==> config.mk <==
export PLATFORM = sky130hd
export DESIGN_NAME = smeu_alu
export DESIGN_NICKNAME = d
export VERILOG_FILES = /design/src/sv/assert_macros.svh /design/src/sv/smeu_pkg.sv /design/src/sv/smeu_alu.sv
export SDC_FILE = /design/constraint.sdc
export NUM_CORES = 2
export LEC_CHECK = 0
export BUFFER_PORTS_ARGS = -buffer_cell sky130_fd_sc_hd__buf_2
export CORE_UTILIZATION = 55
export CTS_CLUSTER_DIAMETER = 100
export DETAILED_ROUTE_END_ITERATION = 10
export PLACE_DENSITY = 0.72
export SYNTH_ARGS = -nofsm -noshare
export SYNTH_HDL_FRONTEND = slang
export SYNTH_SLANG_ARGS = --single-unit
==> constraint.sdc <==
create_clock -name clk -period 23.4 [get_ports clk]
set_clock_uncertainty 0.1 [all_clocks]
set_input_delay 2.34 -clock clk [delete_from_list [all_inputs] [get_ports clk]]
set_output_delay 2.34 -clock clk [all_outputs]
set_load 0.05 [all_outputs]
==> src/sv/assert_macros.svh <==
// Assertion macros used by the execute unit.
`ifndef ASSERT_MACROS_SVH
`define ASSERT_MACROS_SVH
`ifndef SYNTH
`define SMEU_ASSERT(lbl, prop, msg) \
  lbl: assert property (@(posedge clk) disable iff (rst) prop) else $error(msg);
`define SMEU_ASSERT_ALWAYS(lbl, prop, msg) \
  lbl: assert property (@(posedge clk) prop) else $error(msg);
`else
`define SMEU_ASSERT(lbl, prop, msg)
`define SMEU_ASSERT_ALWAYS(lbl, prop, msg)
`endif
`endif

==> src/sv/smeu_pkg.sv <==
package smeu_pkg;

  localparam int STACK_DEPTH   = 256;
  localparam int PROGRAM_DEPTH = 256;
  localparam int WORD_WIDTH    = 32;

  localparam int SP_W     = $clog2(STACK_DEPTH);
  localparam int DEPTH_W  = SP_W + 1;
  localparam int IP_W     = $clog2(PROGRAM_DEPTH);
  localparam int FUNC_W   = 4;
  localparam int OPND_W   = 32;
  localparam int STATUS_W = 3;
  localparam int TOP_W    = 32;
  localparam int CNT_W    = $clog2(WORD_WIDTH);

  localparam int IN_TDATA_W  = ((FUNC_W + OPND_W + 7) / 8) * 8;
  localparam int OUT_TDATA_W = ((IP_W + TOP_W + DEPTH_W + STATUS_W + 7) / 8) * 8;

  typedef logic signed [WORD_WIDTH-1:0] word_t;

  typedef enum logic [FUNC_W-1:0] {
    FN_PUSH = 4'd0,
    FN_POP  = 4'd1,
    FN_ADD  = 4'd2,
    FN_SUB  = 4'd3,
    FN_MUL  = 4'd4,
    FN_DIV  = 4'd5,
    FN_JMP  = 4'd6,
    FN_JNZ  = 4'd7,
    FN_HALT = 4'd8
  } func_t;

  typedef enum logic [STATUS_W-1:0] {
    STAT_OK        = 3'd0,
    STAT_HALTED    = 3'd1,
    STAT_UNKNOWN   = 3'd2,
    STAT_OVERFLOW  = 3'd3,
    STAT_UNDERFLOW = 3'd4,
    STAT_DIVZERO   = 3'd5,
    STAT_BADTARGET = 3'd6
  } status_t;

  typedef enum logic [2:0] {
    ST_IDLE,
    ST_DECODE,
    ST_EXEC,
    ST_ALU,
    ST_OUT
  } state_t;

  typedef enum logic [1:0] {
    ALU_ADD,
    ALU_SUB,
    ALU_MUL,
    ALU_DIV
  } alu_op_t;

  typedef struct packed {
    logic    start;
    alu_op_t op;
  } alu_req_t;

  typedef struct packed {
    logic  done;
    word_t result;
  } alu_rsp_t;

endpackage

==> src/sv/smeu_alu.sv <==
// Shared arithmetic unit: add, subtract and multiply with a registered result,
// signed division by restoring steps, one quotient bit per cycle.
module smeu_alu (
  input  logic               clk,
  input  logic               rst,
  input  smeu_pkg::alu_req_t req,
  input  smeu_pkg::word_t    a,
  input  smeu_pkg::word_t    b,
  output smeu_pkg::alu_rsp_t rsp
);

  localparam int W = smeu_pkg::WORD_WIDTH;

  logic                      running;
  logic                      done;
  logic                      div_mode;
  logic                      neg;
  logic [smeu_pkg::CNT_W-1:0] cnt;
  logic [W-1:0]              res;
  logic [W-1:0]              quo;
  logic [W-1:0]              rem;
  logic [W-1:0]              dvs;
  logic [W:0]                shifted;
  logic                      fits;

  assign shifted = {rem, quo[W-1]};
  assign fits    = shifted >= {1'b0, dvs};

  always_ff @(posedge clk) begin
    if (rst) begin
      running <= 1'b0;
      done    <= 1'b0;
    end else begin
      done <= 1'b0;
      if (req.start) begin
        running <= (req.op == smeu_pkg::ALU_DIV);
        done    <= (req.op != smeu_pkg::ALU_DIV);
      end else if (running && cnt == '0) begin
        running <= 1'b0;
        done    <= 1'b1;
      end
    end
  end

  always_ff @(posedge clk) begin
    if (req.start) begin
      div_mode <= (req.op == smeu_pkg::ALU_DIV);
      case (req.op)
        smeu_pkg::ALU_ADD: res <= a + b;
        smeu_pkg::ALU_SUB: res <= a - b;
        smeu_pkg::ALU_MUL: res <= W'(a * b);
        default: begin
          // take magnitudes; fix the sign at the end
          quo <= a[W-1] ? W'(0) - a : a;
          dvs <= b[W-1] ? W'(0) - b : b;
          rem <= '0;
          neg <= a[W-1] ^ b[W-1];
          cnt <= smeu_pkg::CNT_W'(W - 1);
        end
      endcase
    end else if (running) begin
      rem <= fits ? W'(shifted - {1'b0, dvs}) : shifted[W-1:0];
      quo <= {quo[W-2:0], fits};
      cnt <= cnt - 1'b1;
    end
  end

  assign rsp.done   = done;
  assign rsp.result = div_mode ? (neg ? W'(0) - quo : quo) : res;

endmodule

==> summary.md <==
| Metric | Value |
|---|---|
| Port-buffer cells | just over 100 |
| Worst Hold Path EP | running$_SDFFE_PP0P_ |
| Max Root-Sink Buffers | 2 |
| Seq/Total Area, Yosys | between 10% and 20% |
| Reg2reg start | rem[5]$_SDFFCE_PP0P_ |
| Final worst slack | about 14000 ps |
| Critical hold path startpoint | running$_SDFFE_PP0P_ |
| Max Slew Vio Count | 0 |
| Commonest cells after routing, fill and taps aside | inv_1, fa_1, and2_1, nand2_1, ha_1 |
| Post-Place Cells | between 3000 and 4000 |
| Ranking of synthesized cells by area | fa_1, edfxtp_1, ha_1 |
| DR vias | around 22000 |
| Top delay family on crit path | adder cells |
| Global route overflow | 0 |
| Worst slew margin | between 20% and 30% |
| Cell depth of the worst min-delay path | 3 |
| Die area | ~51000 sq um |
| Fill cells | around 4400 |
| Fin nets | 3748 |
| Clock sink total | between 100 and 150 |
| RR Endpoint | rem[28]$_SDFFCE_PP0P_ |
| Worst path bufs/invs | 5 |
| Wire per inst | ~21 um |
| Setup violators final | 0 |
| Number of synthesized register bits | approximately 140 |
| Leading area contributor after synthesis | fa_1 |
| Post-synth ARST share | 0% |
| Clock latency on the worst-skew pair | ~440 ps |
| # hold bufs at CTS | 0 |
| Pre-CTS setup slack | between 10000 and 15000 ps |
| Num ports | 102 |
| Most common cell after layout, fill and taps aside | inv_1 |
| Maxcap violations | 0 |
| Area Overhead vs Synth | 4.95% |
| Post-synth top flop | edfxtp_1 |
| Setup bufs post-CTS | 0 |
| Placer Congestion | ~1 |
| Layout Cells excl Fill | ~3700 |
| Core Area | 49300 sq um |
| Total wire length | 79400 um |
| Tcrit/Tclk final | a little over 40% |
| Total CTS buffers | 17 |
| Vias in the first global route | approximately 23000 |
| Crit path capture type | flop |
| Most used cell, CP | fa_1 |
| # rows | approximately 80 |
| Initial Util | approximately 56% |
| Syn nets | 3787 |
| Mapped Area | 27700 sq um |
| Crit-path cells | buf_2 -> and2_1 -> fa_1 -> fa_1 -> fa_1 -> inv_1 -> fa_1 -> inv_1 -> ha_1 -> ha_1 -> fa_1 -> inv_1 -> fa_1 -> inv_1 -> ha_1 -> or3_1 -> o21bai_1 -> a2111oi_2 -> nor2_1 -> a211oi_1 -> o31ai_1 -> xnor2_1 -> o22ai_1 -> or3_1 |
| Chip Height | 226 um |
| Ys Warns | 0 |
| Mean Syn Cell Area | 8.96 sq um |
| Post-synthesis cell type count | 74 |
| 1st-pass router iterations | 5 |
| Root Buffer | clkbuf_16 |
| RSZ-0062 raised after global routing | no |
| Largest net degree at the start of global routing | 70 |
| Critical path type | primary input to flop |
| Share of cells above drive strength 1 | under 10% |
| Initial antenna violation count | 3 |
| Gr usage total | roughly a third |
| CTS tree | yes |
| Remaining antenna violation count | 0 |
| Worst-path maximum fanout | 32 |
| Cells after synthesis | around 3100 |
| Status | completed |
| H-tree levels | 4 |
| EDFF count, synth | ~140 |
| Max frequency | between 100 and 150 MHz |
| Storage element area | about 4000 sq um |
| CP max stage delay | 590 ps |
| Startpoint Class | primary input |
| Fin. Hold Viols | 0 |
| Setup TNS Final | 0 ps |
| Arrival time worst endpoint | ~9600 ps |
| First-pass GRT wire length | approximately 130000 um |
| Final min period | ~9500 ps |
| DRC | 0 |
| Worst path slowest cell | buf_2 |
| Required @ worst endpoint | roughly 23000 ps |
| Post_cts resized | 0 |
| Vias/cell | 5.88 |
| Hold crit path type | flop to flop |
| Yosys top cell area share | 29.7% |
| Drt initial violations | between 1500 and 2000 |
| DP HPWL | 59900 um |
| Slew @ Worst Pin | between 1000 and 1500 ps |
| DIE WIDTH | about 230 um |
| R2r worst-path depth | 10 |
| Flop2flop setup slack | between 15000 and 20000 ps |
| CTS clk-pin slew, worst paths | 70 ps |
| Area of the multi-input gates | around 21000 sq um |
[worst reg2reg max path, stage by stage (launching register included)]
cell and delay, ps:
edfxtp_1 420, ha_1 390, a21o_1 210, or3_1 320
o2111ai_1 230, o21ai_1 200, a211oi_1 440, o31ai_1 220
a211oi_4 960, or4b_2 270, nand4_1 90
[layout make-up]
class                      instances  share of cell area, %
antenna                            2                 0.0172
clock buffer                      17                   1.46
clock inverter                    15                  0.500
inverter                         472                   6.10
multi-input combinational       2308                   72.9
sequential                       137                   14.1
tap                              664                   2.86
timing repair buffer             115                   2.11
[per-stage QoR]
stage | area (sq um) | util [%] | hold WS [ps]
finish | 29100 | 59.0 | 510
floorplan | 27700 | - | 452
global placement | 28500 | 57.8 | 478
detailed placement | 28500 | 57.8 | 498
global route | 29000 | 59.0 | 534
CTS | 29000 | 59.0 | 515
[flip-flops by register name, summed over array words and instances, names as in the netlist]
name and cells:
running 1, dvs 32, cnt 5, neg 1, div_mode 1, res 32
quo 32, done 1, rem 32
[layer usage]
metal  global-route usage [%]  up-vias  part of all wire, %
li1                         -     9762                    -
met1                     44.2    11000                   42
met2                     52.6     1013                   46
met3                     4.72      165                  8.4
met4                     11.8        4                  3.4
met5                        0        -                0.034
[how the worst max path moves through the flow]
stage                              to  cells after the start  slack, ps  startpoint
floorplan           res[30]$_DFFE_PP_                     25      14160        b[7]
global placement    res[30]$_DFFE_PP_                     24      13600        a[7]
detailed placement  res[30]$_DFFE_PP_                     24      13440        a[7]
CTS                 res[30]$_DFFE_PP_                     24      13900        a[7]
global route        res[30]$_DFFE_PP_                     24      13550        a[6]
finish              res[30]$_DFFE_PP_                     24      13850        a[6]
[cells in the mapped netlist (15+ instances only)]
| cell | n |
|---|---|
| and2_1 | 355 |
| ha_1 | 218 |
| mux2i_1 | 25 |
| fa_1 | 410 |
| clkbuf_1 | 158 |
| inv_1 | 472 |
| nor2b_1 | 15 |
| o21ai_0 | 76 |
| nand2_1 | 295 |
| nand2b_1 | 29 |
| nor2_1 | 150 |
| nor3_1 | 27 |
| a21o_1 | 40 |
| a21oi_1 | 144 |
| or3_1 | 23 |
| a211oi_1 | 16 |
| edfxtp_1 | 135 |
| o31ai_1 | 39 |
| xnor2_1 | 124 |
| nand3_1 | 24 |
| xor2_1 | 117 |
| o21a_1 | 20 |
[cell families after synthesis]
logic type	share of synthesized area (%)
XOR/XNOR	7.63
AO/OA/AOI/OAI	9.61
multiplexers	0.985
adder cells (fa/ha/maj)	39.5
AND/OR/NAND/NOR	18.7
buffers and inverters	8.80
flip-flops	14.8
Power is left out: the tool's default activity adds up to more than one toggle a clock period on the data nets, which glitch-free logic cannot reach.
